`src/sv/frame_builder_rotating_checksum_top_defines.svh`:
```
// Assertion macros shared by the frame builder RTL.
`ifndef FRAME_BUILDER_ROTATING_CHECKSUM_TOP_DEFINES_SVH
`define FRAME_BUILDER_ROTATING_CHECKSUM_TOP_DEFINES_SVH

// Same-cycle implication, checked out of reset.
`define FBRC_ASSERT_NOW(label, ante, cons, msg) \
  label: assert property (@(posedge clk) disable iff (!rst_n) (ante) |-> (cons)) \
    else $error(msg);

// Next-cycle implication, checked out of reset.
`define FBRC_ASSERT_NEXT(label, ante, cons, msg) \
  label: assert property (@(posedge clk) disable iff (!rst_n) (ante) |=> (cons)) \
    else $error(msg);

`endif

```
`src/sv/fbrc_pkg.sv`:
```
// Types, codes and helper functions of the frame builder.
package fbrc_pkg;

  localparam int NUM_PRE_REGS = 4;
  localparam int QUEUE_DEPTH  = 2;

  localparam logic [7:0] BYTE_MASK = 8'hFF;

  // Input mode codes
  localparam logic MODE_HEADER  = 1'b0;
  localparam logic MODE_PAYLOAD = 1'b1;

  // Configuration register indexes
  localparam logic [2:0] CFG_PRE_COUNT = 3'd0;
  localparam logic [2:0] CFG_PRE_BYTE0 = 3'd1;
  localparam logic [2:0] CFG_PRE_BYTE1 = 3'd2;
  localparam logic [2:0] CFG_PRE_BYTE2 = 3'd3;
  localparam logic [2:0] CFG_PRE_BYTE3 = 3'd4;

  localparam logic [2:0] PRE_COUNT_RESET = 3'd2;

  typedef enum logic [1:0] {
    KIND_PREAMBLE = 2'd0,
    KIND_LENGTH   = 2'd1,
    KIND_PAYLOAD  = 2'd2,
    KIND_CHECKSUM = 2'd3
  } kind_t;

  // Configuration seen by the back end
  typedef struct packed {
    logic [2:0]                        pre_count;
    logic [NUM_PRE_REGS-1:0][7:0]      pre_byte;
  } cfg_t;

  // One classified command between front and back
  typedef struct packed {
    logic       is_hdr;
    logic [7:0] data;
    logic [7:0] sum;
    logic       with_sum;
  } cmd_t;

  // Push request from the front end
  typedef struct packed {
    logic valid;
    cmd_t cmd;
  } push_t;

  // Queue head as seen by the back end
  typedef struct packed {
    logic valid;
    cmd_t cmd;
  } head_t;

  // Rotate right by one, then add the byte modulo 256
  function automatic logic [7:0] sum_add(input logic [7:0] sum, input logic [7:0] b);
    logic [7:0] rot;
    rot = {sum[0], sum[7:1]};
    return (rot + b) & BYTE_MASK;
  endfunction

endpackage

```
`src/sv/fbrc_ifs.sv`:
```
// Input and result channel interfaces of the frame builder.
interface fbrc_in_if;
  logic       valid;
  logic       ready;
  logic       mode;
  logic [7:0] payload_length;
  logic [7:0] payload_byte;

  modport source (output valid, output mode, output payload_length, output payload_byte,
                  input ready);
  modport sink (input valid, input mode, input payload_length, input payload_byte,
                output ready);
endinterface

interface fbrc_out_if;
  logic       valid;
  logic       ready;
  logic [7:0] out_byte;
  logic [1:0] byte_kind;
  logic       frame_end;
  logic       run_last;

  modport source (output valid, output out_byte, output byte_kind, output frame_end,
                  output run_last, input ready);
  modport sink (input valid, input out_byte, input byte_kind, input frame_end,
                input run_last, output ready);
endinterface

```
`src/sv/fbrc_front.sv`:
```
// Front end: accepts input transactions, tracks the frame and the checksum.
module fbrc_front (
  input  logic               clk,
  input  logic               rst_n,
  fbrc_in_if.sink            in_chan,
  input  logic               q_full,
  output fbrc_pkg::push_t    push
);

  logic [7:0] sum_r, sum_nxt;
  logic [7:0] left_r, left_nxt;
  logic       open_r, open_nxt;
  logic       accept;
  logic [7:0] pay_sum;

  assign in_chan.ready = !q_full;
  assign accept        = in_chan.valid && !q_full;
  assign pay_sum       = fbrc_pkg::sum_add(sum_r, in_chan.payload_byte);

  // Classify the transaction and update the frame state
  always_comb begin
    sum_nxt  = sum_r;
    left_nxt = left_r;
    open_nxt = open_r;
    push     = '0;
    if (accept) begin
      if (in_chan.mode == fbrc_pkg::MODE_HEADER) begin
        // Rotating a zero sum leaves zero, so the sum is the length itself
        sum_nxt           = in_chan.payload_length;
        left_nxt          = in_chan.payload_length;
        open_nxt          = (in_chan.payload_length != 8'd0);
        push.valid        = 1'b1;
        push.cmd.is_hdr   = 1'b1;
        push.cmd.data     = in_chan.payload_length;
        push.cmd.sum      = in_chan.payload_length;
        push.cmd.with_sum = (in_chan.payload_length == 8'd0);
      end else if (open_r) begin
        sum_nxt           = pay_sum;
        left_nxt          = left_r - 8'd1;
        open_nxt          = (left_r != 8'd1);
        push.valid        = 1'b1;
        push.cmd.is_hdr   = 1'b0;
        push.cmd.data     = in_chan.payload_byte;
        push.cmd.sum      = pay_sum;
        push.cmd.with_sum = (left_r == 8'd1);
      end
      // Payload with no open frame: drop
    end
  end

  always_ff @(posedge clk) begin
    if (!rst_n) begin
      sum_r  <= '0;
      left_r <= '0;
      open_r <= 1'b0;
    end else begin
      sum_r  <= sum_nxt;
      left_r <= left_nxt;
      open_r <= open_nxt;
    end
  end

endmodule

```
`src/sv/fbrc_queue.sv`:
```
// Short command queue between the front end and the back end.
module fbrc_queue (
  input  logic               clk,
  input  logic               rst_n,
  input  fbrc_pkg::push_t    push,
  input  logic               pop,
  output fbrc_pkg::head_t    head,
  output logic               full
);

  localparam int Depth = fbrc_pkg::QUEUE_DEPTH;
  localparam int PtrW  = (Depth > 1) ? $clog2(Depth) : 1;
  localparam int CntW  = $clog2(Depth + 1);

  fbrc_pkg::cmd_t      slot_r [Depth];
  logic [PtrW-1:0]     wr_ptr_r, wr_ptr_nxt;
  logic [PtrW-1:0]     rd_ptr_r, rd_ptr_nxt;
  logic [CntW-1:0]     count_r, count_nxt;
  logic                do_push, do_pop;

  assign full       = (count_r == CntW'(Depth));
  assign head.valid = (count_r != '0);
  assign head.cmd   = slot_r[rd_ptr_r];
  assign do_push    = push.valid && !full;
  assign do_pop     = pop && head.valid;

  // Advance pointers and occupancy
  always_comb begin
    wr_ptr_nxt = wr_ptr_r;
    rd_ptr_nxt = rd_ptr_r;
    count_nxt  = count_r;
    if (do_push) begin
      wr_ptr_nxt = (wr_ptr_r == PtrW'(Depth - 1)) ? '0 : wr_ptr_r + PtrW'(1);
    end
    if (do_pop) begin
      rd_ptr_nxt = (rd_ptr_r == PtrW'(Depth - 1)) ? '0 : rd_ptr_r + PtrW'(1);
    end
    if (do_push && !do_pop) begin
      count_nxt = count_r + CntW'(1);
    end else if (!do_push && do_pop) begin
      count_nxt = count_r - CntW'(1);
    end
  end

  always_ff @(posedge clk) begin
    if (!rst_n) begin
      wr_ptr_r <= '0;
      rd_ptr_r <= '0;
      count_r  <= '0;
    end else begin
      wr_ptr_r <= wr_ptr_nxt;
      rd_ptr_r <= rd_ptr_nxt;
      count_r  <= count_nxt;
    end
  end

  // Store the command payload
  always_ff @(posedge clk) begin
    if (do_push) begin
      slot_r[wr_ptr_r] <= push.cmd;
    end
  end

endmodule

```
`src/sv/fbrc_back.sv`:
```
// Back end: expands each command into frame bytes, one per cycle while the output is not stalled.
module fbrc_back #(
  parameter int MAX_PREAMBLE = 4
) (
  input  logic               clk,
  input  logic               rst_n,
  input  fbrc_pkg::cfg_t     cfg,
  input  fbrc_pkg::head_t    head,
  output logic               pop,
  fbrc_out_if.source         out_chan
);

  localparam int PosW = $clog2(MAX_PREAMBLE + 2);

  logic [PosW-1:0]     pos_r, pos_nxt;
  logic [PosW-1:0]     sat_cnt, pre_cnt, last_pos;
  logic                advance, is_last;
  logic                out_valid_r, out_valid_nxt;
  logic [7:0]          byte_r, byte_nxt;
  fbrc_pkg::kind_t     kind_r, kind_nxt;
  logic                end_r, end_nxt;
  logic                last_r;

  // Saturate the preamble count; payload commands carry no preamble
  assign sat_cnt  = (int'(cfg.pre_count) > MAX_PREAMBLE) ? PosW'(MAX_PREAMBLE)
                                                          : PosW'(cfg.pre_count);
  assign pre_cnt  = head.cmd.is_hdr ? sat_cnt : '0;
  assign last_pos = pre_cnt + PosW'(head.cmd.with_sum);
  assign is_last  = (pos_r == last_pos);
  assign advance  = head.valid && (!out_valid_r || out_chan.ready);
  assign pop      = advance && is_last;

  // Select the byte at the current position
  always_comb begin
    if (pos_r < pre_cnt) begin
      byte_nxt = (int'(pos_r) < fbrc_pkg::NUM_PRE_REGS) ? cfg.pre_byte[pos_r[1:0]] : 8'h00;
      kind_nxt = fbrc_pkg::KIND_PREAMBLE;
      end_nxt  = 1'b0;
    end else if (pos_r == pre_cnt) begin
      byte_nxt = head.cmd.data;
      kind_nxt = head.cmd.is_hdr ? fbrc_pkg::KIND_LENGTH : fbrc_pkg::KIND_PAYLOAD;
      end_nxt  = 1'b0;
    end else begin
      byte_nxt = head.cmd.sum;
      kind_nxt = fbrc_pkg::KIND_CHECKSUM;
      end_nxt  = 1'b1;
    end
  end

  // Step through the command, restart on the last byte
  always_comb begin
    pos_nxt       = pos_r;
    out_valid_nxt = out_valid_r;
    if (advance) begin
      pos_nxt       = is_last ? '0 : pos_r + PosW'(1);
      out_valid_nxt = 1'b1;
    end else if (out_chan.ready) begin
      out_valid_nxt = 1'b0;
    end
  end

  always_ff @(posedge clk) begin
    if (!rst_n) begin
      pos_r       <= '0;
      out_valid_r <= 1'b0;
    end else begin
      pos_r       <= pos_nxt;
      out_valid_r <= out_valid_nxt;
    end
  end

  // Hold the output payload until taken
  always_ff @(posedge clk) begin
    if (advance) begin
      byte_r <= byte_nxt;
      kind_r <= kind_nxt;
      end_r  <= end_nxt;
      last_r <= is_last;
    end
  end

  assign out_chan.valid     = out_valid_r;
  assign out_chan.out_byte  = byte_r;
  assign out_chan.byte_kind = kind_r;
  assign out_chan.frame_end = end_r;
  assign out_chan.run_last  = last_r;

endmodule

```
`src/sv/frame_builder_rotating_checksum_top.sv`:
```
// Path: an accepted transaction is registered in the queue, then in the back-end output register.
// Throughput: one output byte per cycle from the back-end output register while out_chan.ready
// is high; a payload transaction yields 1 byte (2 when it closes the frame), a header yields the saturated
// preamble count plus 1 (plus 1 more for a zero length). Input stalls only on a full queue.
// Reset: synchronous, active-low rst_n; clears frame state and queue, preamble count to 2,
// preamble bytes to zero.
`include "frame_builder_rotating_checksum_top_defines.svh"

module frame_builder_rotating_checksum_top #(
  parameter int MAX_PREAMBLE = 4
) (
  input  logic        clk,
  input  logic        rst_n,
  fbrc_in_if.sink     in_chan,
  fbrc_out_if.source  out_chan,
  input  logic        cfg_we,
  input  logic [2:0]  cfg_idx,
  input  logic [7:0]  cfg_wdata
);

  fbrc_pkg::cfg_t   cfg_r;
  fbrc_pkg::push_t  push;
  fbrc_pkg::head_t  head;
  logic             q_full;
  logic             pop;

  // Configuration register writes; indexes past the list are ignored
  always_ff @(posedge clk) begin
    if (!rst_n) begin
      cfg_r.pre_count <= fbrc_pkg::PRE_COUNT_RESET;
      cfg_r.pre_byte  <= '0;
    end else if (cfg_we) begin
      case (cfg_idx)
        fbrc_pkg::CFG_PRE_COUNT: cfg_r.pre_count   <= cfg_wdata[2:0];
        fbrc_pkg::CFG_PRE_BYTE0: cfg_r.pre_byte[0] <= cfg_wdata;
        fbrc_pkg::CFG_PRE_BYTE1: cfg_r.pre_byte[1] <= cfg_wdata;
        fbrc_pkg::CFG_PRE_BYTE2: cfg_r.pre_byte[2] <= cfg_wdata;
        fbrc_pkg::CFG_PRE_BYTE3: cfg_r.pre_byte[3] <= cfg_wdata;
        default: ;
      endcase
    end
  end

  fbrc_front u_front (
    .clk     (clk),
    .rst_n   (rst_n),
    .in_chan (in_chan),
    .q_full  (q_full),
    .push    (push)
  );

  fbrc_queue u_queue (
    .clk   (clk),
    .rst_n (rst_n),
    .push  (push),
    .pop   (pop),
    .head  (head),
    .full  (q_full)
  );

  fbrc_back #(
    .MAX_PREAMBLE (MAX_PREAMBLE)
  ) u_back (
    .clk      (clk),
    .rst_n    (rst_n),
    .cfg      (cfg_r),
    .head     (head),
    .pop      (pop),
    .out_chan (out_chan)
  );

  // A header transaction always leaves a command waiting in the queue
  `FBRC_ASSERT_NEXT(a_hdr_queued, in_chan.valid && in_chan.ready && (in_chan.mode == fbrc_pkg::MODE_HEADER), head.valid, "header transaction did not reach the queue")

  // The frame end byte is a checksum and closes its transaction
  `FBRC_ASSERT_NOW(a_end_is_last, out_chan.valid && out_chan.frame_end, out_chan.run_last && (out_chan.byte_kind == fbrc_pkg::KIND_CHECKSUM), "frame end not on last checksum byte")

  // A preamble byte is always followed by the length byte
  `FBRC_ASSERT_NOW(a_pre_not_last, out_chan.valid && (out_chan.byte_kind == fbrc_pkg::KIND_PREAMBLE), !out_chan.run_last && !out_chan.frame_end, "preamble byte marked as last")

endmodule

```
`src/flat_wrapper.sv`:
```
// flat-port wrapper written by rule: the top's interface ports become plain ports
module frame_builder_rotating_checksum_top_flat 
#(
  parameter int MAX_PREAMBLE = 4
)
  (clk, rst_n, cfg_we, cfg_idx, cfg_wdata, in_chan_valid, in_chan_mode, in_chan_payload_length, in_chan_payload_byte, in_chan_ready, out_chan_valid, out_chan_out_byte, out_chan_byte_kind, out_chan_frame_end, out_chan_run_last, out_chan_ready);
  fbrc_in_if in_chan_i ();
  fbrc_out_if out_chan_i ();
  input  logic clk;
  input  logic rst_n;
  input  logic cfg_we;
  input  logic [2:0] cfg_idx;
  input  logic [7:0] cfg_wdata;
  input wire logic [$bits(in_chan_i.valid)-1:0] in_chan_valid;
  input wire logic [$bits(in_chan_i.mode)-1:0] in_chan_mode;
  input wire logic [$bits(in_chan_i.payload_length)-1:0] in_chan_payload_length;
  input wire logic [$bits(in_chan_i.payload_byte)-1:0] in_chan_payload_byte;
  output wire logic [$bits(in_chan_i.ready)-1:0] in_chan_ready;
  output wire logic [$bits(out_chan_i.valid)-1:0] out_chan_valid;
  output wire logic [$bits(out_chan_i.out_byte)-1:0] out_chan_out_byte;
  output wire logic [$bits(out_chan_i.byte_kind)-1:0] out_chan_byte_kind;
  output wire logic [$bits(out_chan_i.frame_end)-1:0] out_chan_frame_end;
  output wire logic [$bits(out_chan_i.run_last)-1:0] out_chan_run_last;
  input wire logic [$bits(out_chan_i.ready)-1:0] out_chan_ready;
  assign in_chan_i.valid = in_chan_valid;
  assign in_chan_i.mode = in_chan_mode;
  assign in_chan_i.payload_length = in_chan_payload_length;
  assign in_chan_i.payload_byte = in_chan_payload_byte;
  assign in_chan_ready = in_chan_i.ready;
  assign out_chan_valid = out_chan_i.valid;
  assign out_chan_out_byte = out_chan_i.out_byte;
  assign out_chan_byte_kind = out_chan_i.byte_kind;
  assign out_chan_frame_end = out_chan_i.frame_end;
  assign out_chan_run_last = out_chan_i.run_last;
  assign out_chan_i.ready = out_chan_ready;
  frame_builder_rotating_checksum_top #(.MAX_PREAMBLE(MAX_PREAMBLE)) u_core (.clk(clk), .rst_n(rst_n), .in_chan(in_chan_i), .out_chan(out_chan_i), .cfg_we(cfg_we), .cfg_idx(cfg_idx), .cfg_wdata(cfg_wdata));
endmodule
```
`config.mk`:
```
export PLATFORM = sky130hd
export DESIGN_NAME = frame_builder_rotating_checksum_top_flat
export DESIGN_NICKNAME = d
export VERILOG_FILES = /design/src/sv/fbrc_pkg.sv /design/src/sv/fbrc_ifs.sv /design/src/sv/fbrc_front.sv /design/src/sv/fbrc_queue.sv /design/src/sv/fbrc_back.sv /design/src/sv/frame_builder_rotating_checksum_top.sv /design/src/flat_wrapper.sv
export VERILOG_INCLUDE_DIRS = /design/src /design/src/sv
export SDC_FILE = /design/constraint.sdc
export NUM_CORES = 1
export LEC_CHECK = 0
export ABC_AREA = 1
export BUFFER_PORTS_ARGS = -buffer_cell sky130_fd_sc_hd__buf_2
export CORE_AREA = 2 2 103 180
export DETAILED_ROUTE_END_ITERATION = 6
export DIE_AREA = 0 0 105 182
export PLACE_DENSITY_LB_ADDON = 0.2
export SYNTH_ARGS = -nofsm -noshare
export SYNTH_HDL_FRONTEND = slang
export SYNTH_SLANG_ARGS = --single-unit
```
`constraint.sdc`:
```
create_clock -name clk -period 3.1 [get_ports clk]
set_input_delay 0.155 -clock clk [delete_from_list [all_inputs] [get_ports clk]]
set_output_delay 0.155 -clock clk [all_outputs]
set_load 0.01 [all_outputs]
```
Yosys cells after proc, flatten, opt, wreduce, memory -nomap -nowiden
Memories as Yosys holds them, arrays and structs flattened. A register that Yosys moved wholly into a read port is not among the register bits.
Cells that the tools add are included.
{ "word_totals": {"reg_bits": 72, "latchBits": 0, "ram_bits": 36, "mem_bits_ro": 0, "input_bits": 33, "out_inout_bits": 14, "n_memories": 1} }
{ "op_classes": {"add_sub_neg": 8, "multipliers": 0, "div": 0, "n_lt_le_gt_ge": 4, "eq_ne": 10, "shift": 0, "mux": 30, "bitwise_logic": 0, "reduce_logical": 24} }
{ "mem_list": {"columns": ["name", "depth", "word_bits", "rd", "rd_ports_with_merged_regs", "write_ports", "line", "source"], "rows": [
  ["u_core.u_queue.slot_r", 2, 18, 1, 1, 1, "fbrc_queue.sv:15", "fbrc_pkg::cmd_t slot_r [Depth];"]
]} }
{ "op_table": {"columns": ["operator", "n"], "rows": [
  ["$mux W8", 8],
  ["$mux W19", 3],
  ["$bmux W8 S2", 1],
  ["$reduce_and A2 Y1", 6],
  ["$mux W1", 11],
  ["$mux W3", 3],
  ["$add A8 B8 Y8", 1],
  ["$eq A8 B1 Y1 const B", 1],
  ["$logic_not A8 Y1", 1],
  ["$mux W2", 4],
  ["$ne A8 B1 Y1 const B", 1],
  ["$reduce_bool A8 Y1", 1],
  ["$sub A8 B1 Y8 const B", 1],
  ["$logic_and A1 B1 Y1", 7],
  ["$eq A3 B2 Y1 const B", 2],
  ["$eq A3 B3 Y1", 2],
  ["$reduce_bool A2 Y1", 3],
  ["$logic_not A1 Y1", 4],
  ["$add A3 B1 Y3", 1],
  ["$add A3 B1 Y3 const B", 1],
  ["$eq A3 B1 Y1 const B", 1],
  ["$eq A3 B3 Y1 const B", 1],
  ["$gt A3 B3 Y1 const B", 1],
  ["$logic_not A3 Y1", 1],
  ["9 further kinds", 10]
]} }

Depth between registers and ports, before layout
Gate-level depths: netlist (run 1).
{ "logic_depth": {"ltp_word": 10, "ltp_mapped": 16, "mapped_depth_nobuf": 15} }

By module
Synthesis (run 1) repeated with hierarchy kept, for this count alone.
{ "hier_totals": {"hier_cells": 687, "area_unflattened_um2": 5651.7} }
{ "by_module_without_submodules": {"columns": ["mod", "n_inst", "cells_each", "area_per_inst_um2", "seq_area_each_um2"], "rows": [
  ["fbrc_queue", 1, 93, 1597.8, 1181.1],
  ["frame_builder_rotating_checksum_top", 1, 211, 1446.4, 700.7],
  ["fbrc_front", 1, 227, 1380.1, 340.3],
  ["fbrc_back", 1, 156, 1227.4, 440.4]
]} }

Worst setup path after synthesis (run 1)
No wires, ideal clock.
{ "synth_timing": {"path_type": "reg-to-reg", "startpoint": "register (tool-made name)", "endpoint": "register u_core.u_queue.count_r[1]", "setup_ns": 0.122, "arrival_time_ns": 2.390, "path_slack_ns": 0.588, "path_stages_with_launch": 16, "path_buffers": 1, "path_cell_list": "dfxtp_1 buf_6 nand2_2 o21ai_2 inv_1 nor3_1 ha_1 xnor2_1 nand2_1 nor2_1 nand3_2 ha_1 a21oi_1 o21ai_0 o21ai_0 a21oi_1"} }
{ "synth_rtl": {"columns": ["item", "line", "source"], "rows": [
  ["end signal: assignment", "fbrc_queue.sv:53", "count_r <= count_nxt;"],
  ["end: declaration", "fbrc_queue.sv:18", "logic [CntW-1:0] count_r, count_nxt;"]
]} }

==> flow_summary.ini, run 1 <==
[run_status]
status = finished clean

[timing]
final.setup.tns_ps = 0
grt_setup_unrepaired = false
setup_viol = 0
post-route-period-util = 0.864
final_worst_setup_slack_ps = 422
report.final.hold_viol_count = 0
slew_headroom = 0.570
min_clock_period_post_route_ps = 2680
tightest_slew_ps = 641
final-max-slew-violation-count = 0
fin_worst_skew_ps = 9.33
fmax_mhz = 373

[die]
die_area_sq_um = 19100
chip_height_microns = 182
ios = 47
die-width_microns = 105
rows = 65
initial_utilization = 0.293
fp.coreArea_sq_um = 17700

[global_routing]
grt_pass1_wl_microns = 21100
grt_busiest_layer = met2
maximum_number_of_pins_on_one_net_before_global_route_repair = 32
total_global_routing_track_utilization = 0.141
antenna_violations_before_repair = 0
globalRouteMet2Util = 0.266
first_global_vias = 4188
globalRoute.totalOverflow = 0
globalRouteMet1Util = 0.157
globalRouteMet3Util = 0.0208

[critical_path]
crit_required_ps = 3330
worst-path-max-fanout = 17
critPathKind = flip-flop to flip-flop
cp-end-kind = flip-flop
worst_ep_arrival_time_ps = 2910
startpoint_type = flip-flop

[clock_tree]
h-tree-depth = 3
cts_root_buffer = sky130_fd_sc_hd__clkbuf_16
clock_path_buffers = 2
clock_latency_ps = 340
clkSinkCount = 109
clkSlewWorstSetupHoldPaths_ps = 70
numCtsBuffers = 9
cts_tree = yes
post-cts-setup-buffer-count = 0

[yosys]
synth_async_sr_flop_share = 0
synth-main-ff-cell = sky130_fd_sc_hd__dfxtp_1
synth_compound_area_frac = 0.152
synth_top_family_by_area = simple AND/OR/NAND/NOR gates
synthesis.yosys.warnings = 0
post-synth-top-area-fraction = 0.277
post_synth_inst_count = 625
synth-edff-count = 48
synth_xor_area_frac = 0.00842
synth-simple-area-share = 0.190
synth.area.mux_share = 0.0308
post_synth_instance_area_sq_um = 5200
synth_top_area_cell = sky130_fd_sc_hd__edfxtp_1
postSynthNetCount = 673
yosys.area_share.adder = 0.0375
top_area_cells_in_the_synthesized_netlist = sky130_fd_sc_hd__edfxtp_1 (28%), sky130_fd_sc_hd__dfxtp_1 (23%), sky130_fd_sc_hd__nand2_1 (8.3%)
synth_sequential_area_ratio = 0.512
syn-mean-instance-area_sq_um = 8.32
synthDistinctLibCells = 34
yosys_register_bits = 109

[pwr]
netSwitchingFraction = 0.352
leakagePower_nw = 2.45
p_int_w = 0.00300
sequentialPowerShare = 0.415
clockPowerShare = 0.242
pwr-share-comb = 0.343
cellPowerDensity_nw_per_um2 = 772
power_switching_w = 0.00162
vdd_ir_drop_max_uv = 335

[layout]
drive_above_1_share = 0.129
multi_input_gate_area_sq_um = 2180
n_antenna_cell = 0
utilization = 0.337
fillerInstances = 1884
design.final.nets = 718
area_delta_synth_final_pct = 15.1
seq_area_sq_um = 2660

[route]
detail-route-antenna-nets = 0
num_vias = 4207
drc = 0
detailedRoute.firstIterationViolations = 145
drt_pass1_iterations = 4
route.final.wire_length_microns = 12800
avgRoutedWirePerCell_microns = 14.0
routed_via_density = 4.63

[placement]
place_congestion = 0.844
count_of_input_and_output_buffers = 46
detailedPlacementHpwl_microns = 9660
detailedPlace.worstSlack_ps = 347

[hold_path]
worstHoldPathType = primary input to flip-flop

[run]
cap_viol_max_count = 0
[per-layer routing]
metal	vias to the layer above	wire length [microns]
met3	10	371
li1	2163	-
met1	1957	5270
met5	-	0
met4	0	220
met2	77	6910
[registers in the layout (all words and copies together) (netlist names), named ones only]
signal / cells
u_core.u_back.out_chan.byte_kind: 2
u_core.u_back.out_chan.frame_end: 1
u_core.u_queue.rd_ptr_r: 1
u_core.u_front.left_r: 8
u_core.u_back.out_chan.out_byte: 8
u_core.u_front.open_r: 1
u_core.u_back.pos_r: 3
u_core.u_queue.slot_r: 36
u_core.u_back.out_chan.run_last: 1
u_core.cfg_r: 35
u_core.u_queue.count_r: 2
u_core.u_front.sum_r: 8
u_core.u_back.out_chan.valid: 1
u_core.u_queue.wr_ptr_r: 1
[path summary, 6_finish.rpt]
check	end	cells after the start	startpoint	slack (ps)
worst min register to register	u_core.cfg_r[23]	2	u_core.cfg_r[23]	450
worst max register to register	u_core.u_queue.count_r[1]	15	flip-flop	420
worst max-delay path	u_core.u_queue.count_r[1]	15	flip-flop	420
worst min-delay path	u_core.cfg_r[3]	3	cfg_wdata[3]	90
[cell usage after synthesis, types with 2 or more instances]
master / count
sky130_fd_sc_hd__buf_6: 2
sky130_fd_sc_hd__xor2_1: 2
sky130_fd_sc_hd__o21ai_2: 9
sky130_fd_sc_hd__nand2_1: 115
sky130_fd_sc_hd__edfxtp_1: 48
sky130_fd_sc_hd__nor2_1: 88
sky130_fd_sc_hd__nor4_1: 2
sky130_fd_sc_hd__nand3_1: 22
sky130_fd_sc_hd__a31oi_1: 5
sky130_fd_sc_hd__buf_1: 2
sky130_fd_sc_hd__ha_1: 14
sky130_fd_sc_hd__nand2_2: 2
sky130_fd_sc_hd__and2_1: 2
sky130_fd_sc_hd__mux2i_1: 16
sky130_fd_sc_hd__clkinv_1: 2
sky130_fd_sc_hd__nand3_2: 2
sky130_fd_sc_hd__o21ai_0: 72
sky130_fd_sc_hd__dfxtp_1: 61
sky130_fd_sc_hd__clkbuf_1: 11
sky130_fd_sc_hd__nand4_1: 2
sky130_fd_sc_hd__buf_2: 6
sky130_fd_sc_hd__inv_1: 64
sky130_fd_sc_hd__xnor2_1: 3
sky130_fd_sc_hd__a21oi_1: 61
sky130_fd_sc_hd__nor3_1: 3
[layout by cell type, fill, tap and decap left out, drive strengths merged]
| master | n |
|---|---|
| nand3 | 24 |
| o211ai | 1 |
| bufinv | 1 |
| mux2i | 16 |
| or2 | 2 |
| nor4 | 2 |
| o31ai | 1 |
| xnor2 | 3 |
| xor2 | 2 |
| clkinvlp | 1 |
| ha | 14 |
| nor2 | 89 |
| buf | 56 |
| fa | 1 |
| dfxtp | 61 |
| nor3 | 4 |
| edfxtp | 48 |
| clkinv | 4 |
| clkbuf | 12 |
| o21ai | 81 |
| a21oi | 61 |
| inv | 65 |
| nand2 | 117 |
| and2 | 2 |
| a31oi | 5 |
| nand4 | 2 |
[repair_timing]
item                       4_1_cts  5_1_grt
gates resized for setup          0        1
hold buffers                     0        0
setup endpoints to repair        0        1
[power groups by stage]
stage	combinational (W)	clock [W]	sequential, W
2_1_floorplan	0.00110	0	0.00198
3_3_place_gp	0.00158	0	0.00195
3_5_place_dp	0.00161	0	0.00196
4_1_cts	0.00161	0.00116	0.00192
5_1_grt	0.00181	0.00122	0.00194
6_report	0.00158	0.00112	0.00192
[worst max-delay path, stage by stage, from the launching register on]
cell and delay (ps):
sky130_fd_sc_hd__dfxtp_1 410, sky130_fd_sc_hd__buf_6 250, sky130_fd_sc_hd__nand2_1 70, sky130_fd_sc_hd__o21ai_0 110, sky130_fd_sc_hd__inv_1 90, sky130_fd_sc_hd__nor2_1 110, sky130_fd_sc_hd__ha_1 250, sky130_fd_sc_hd__xnor2_1 140
sky130_fd_sc_hd__nand2_1 60, sky130_fd_sc_hd__nor2_1 170, sky130_fd_sc_hd__nand3_2 140, sky130_fd_sc_hd__ha_1 320, sky130_fd_sc_hd__a21oi_1 120, sky130_fd_sc_hd__o21ai_0 110, sky130_fd_sc_hd__o21ai_0 170, sky130_fd_sc_hd__a21oi_1 50
[stage by stage]
stage          instances  instance area, sq um  power, W  hold slack (ps)
5_1_grt              909                  5980   0.00497              102
2_1_floorplan        625                  5200   0.00308              285
3_3_place_gp         893                  5690   0.00353              435
4_1_cts              909                  5980   0.00470             72.0
3_5_place_dp         893                  5690   0.00356              439
6_report             909                  5980   0.00462             92.9
[layout make-up]
cell class              instances  share of cell area
clock buffers                  12              0.0395
multi-input cells             427               0.364
repair buffers                 56              0.0517
flip-flops and latches        109               0.445
clock inverters                 4             0.00857
inverters                      67              0.0420
well taps                     234              0.0489
[cell families after synthesis]
group | Yosys count
buffers and inverters | 89
xor gates and xnor gates | 5
DFF | 109
muxes | 16
AOI/OAI and AO/OA | 149
adders and majority gates | 15
and+or+nand+nor | 242
Note: power is estimated with default switching activity, not from simulation.
==> run 2, diff against run 1 <==
- GPL_TIMING_DRIVEN: not set -> 0
==> run 2 against run 1 <==
Net effect:
- routed wire length increased by 9.6%
- setup slack worse by 120 ps
- sequential cell count is the same
- power grew 3.8%
- via count is 3.0% higher
- fmax shrank 4.2%
- combinational power up 7%
==> flow_summary.ini, run 2 (same netlist as run 1, synthesis figures left out) <==
[run_status]
status = finished clean

[hold_path]
worstHoldPathType = primary input to flip-flop

[global_routing]
maximum_number_of_pins_on_one_net_before_global_route_repair = 20
first_global_vias = 4315
grt_pass1_wl_microns = 22300
globalRoute.totalOverflow = 0
antenna_violations_before_repair = 0
total_global_routing_track_utilization = 0.150

[layout]
mostFrequentLayoutCells = sky130_fd_sc_hd__nand2_1 (115), sky130_fd_sc_hd__nor2_1 (86), sky130_fd_sc_hd__o21ai_0 (72)
n_antenna_cell = 0
finished_cell_area_sq_um = 6060
registers.top_by_ff_count = u_core.u_queue.slot_r
top_regs = u_core.u_queue.slot_r x36, u_core.cfg_r x35
layout.cells.most_common = sky130_fd_sc_hd__nand2_1
design.final.nets = 731
max_ffs_per_register = 36
area_delta_synth_final_pct = 16.6
drive_above_1_share = 0.134

[route]
detailedRoute.firstIterationViolations = 210
detail-route-antenna-nets = 0
route.final.wire_length_microns = 14000
avgRoutedWirePerCell_microns = 15.2
routed_via_density = 4.70
drc = 0
num_vias = 4335
drt_pass1_iterations = 4

[die]
rows = 65
fp.coreArea_sq_um = 17700
chip_height_microns = 182
die_area_sq_um = 19100
initial_utilization = 0.293
die-width_microns = 105
ios = 47

[clock_tree]
clock_latency_ps = 350
numCtsBuffers = 9
clkSinkCount = 109
cts_tree = yes
cts.hold.buffers_added = 0
clock_path_buffers = 2
cts_root_buffer = sky130_fd_sc_hd__clkbuf_16
clkSlewWorstSetupHoldPaths_ps = 80
cts_resized = 0
post-cts-setup-buffer-count = 0
h-tree-depth = 3

[critical_path]
crit_chain = buf_6, nand2_2, o21ai_2, inv_1, nor3_1, ha_1, xnor2_1, nand2_1, nor2_1, nand3_2, ha_1, a21oi_1, o21ai_0, o21ai_0, a21oi_1
critical-path-max-stage-delay_ps = 370
cp-end-kind = flip-flop
critPathKind = flip-flop to flip-flop
cpLargestDelayFamily = simple AND/OR/NAND/NOR gates
startpoint_type = flip-flop
worst_ep_arrival_time_ps = 3040
crit_required_ps = 3340
crit_path_max_delay_cell_type = sky130_fd_sc_hd__dfxtp_1
worstPathBufferInverterCount = 2
worst-path-max-fanout = 10

[timing]
min_clock_period_post_route_ps = 2800
final_worst_setup_slack_ps = 304
post-route-period-util = 0.902
grt_setup_unrepaired = false
slew_headroom = 0.356
final-max-slew-violation-count = 0
fin_worst_skew_ps = 10.4
setup_viol = 0
report.final.hold_viol_count = 0
tightest_slew_ps = 965
fmax_mhz = 358

[pwr]
cellPowerDensity_nw_per_um2 = 791
vdd_ir_drop_max_uv = 273
leakagePower_nw = 2.48

[placement]
placedInstanceArea_sq_um = 5760
count_of_input_and_output_buffers = 45
detailedPlacementHpwl_microns = 10800
detailedPlace.worstSlack_ps = 278
place_congestion = 0.858

[run]
cap_viol_max_count = 0
==> run 2: worst reg2reg max path, delay by kind of cell (launching register included) <==
kind,cells,cell delay (ps)
AOI/OAI and AO/OA,5,590
xor gates and xnor gates,1,130
adders and majority gates,2,630
buffers and inverters,2,280
DFF,1,370
and+or+nand+nor,5,710
==> run 2: path summary, 6_finish.rpt <==
path	from	end	slack, ps	cells past startpoint
max	flip-flop	u_core.u_queue.count_r[1]	300	15
min	cfg_wdata[4]	u_core.cfg_r[4]	80	3
max reg2reg	flip-flop	u_core.u_queue.count_r[1]	300	15
min reg2reg	u_core.cfg_r[23]	u_core.cfg_r[23]	450	2
==> run 2: layer usage <==
metal  GRT usage  wire, microns  vias up
met4      0.0859            648        0
met1       0.162           5510     2014
li1            -              -     2191
met2       0.275           7340       99
met5           0              0        -
met3      0.0194            499       31
==> run 2: layout make-up <==
| type | instances | area, sq um |
|---|---|---|
| timing repair buffer | 47 | 255 |
| tap | 234 | 293 |
| multi-input combinational | 427 | 2180 |
| buffer | 22 | 109 |
| clock inverter | 7 | 80.1 |
| fill | 1893 | 11700 |
| sequential | 109 | 2660 |
| inverter | 67 | 251 |
| clock buffer | 9 | 225 |
==> run 2: stage by stage <==
stage / hold slack [ps] / util / total power [W] / setup TNS, ps / instances
after detailed placement: 438 / 0.325 / 0.00367 / 0 / 906
after floorplan: 285 / - / 0.00308 / 0 / 625
final: 81.9 / 0.342 / 0.00479 / 0 / 922
after global placement: 439 / 0.322 / 0.00359 / -132 / 904
after CTS: 75.6 / 0.342 / 0.00485 / 0 / 922
after global routing: 114 / 0.342 / 0.00510 / 0 / 922
==> run 2: where the power goes <==
part	switching [W]	total [W]	internal [W]
clock network	0.000553	0.00119	0.000637
logic	0.00110	0.00169	0.000583
registers	0.0000916	0.00192	0.00183
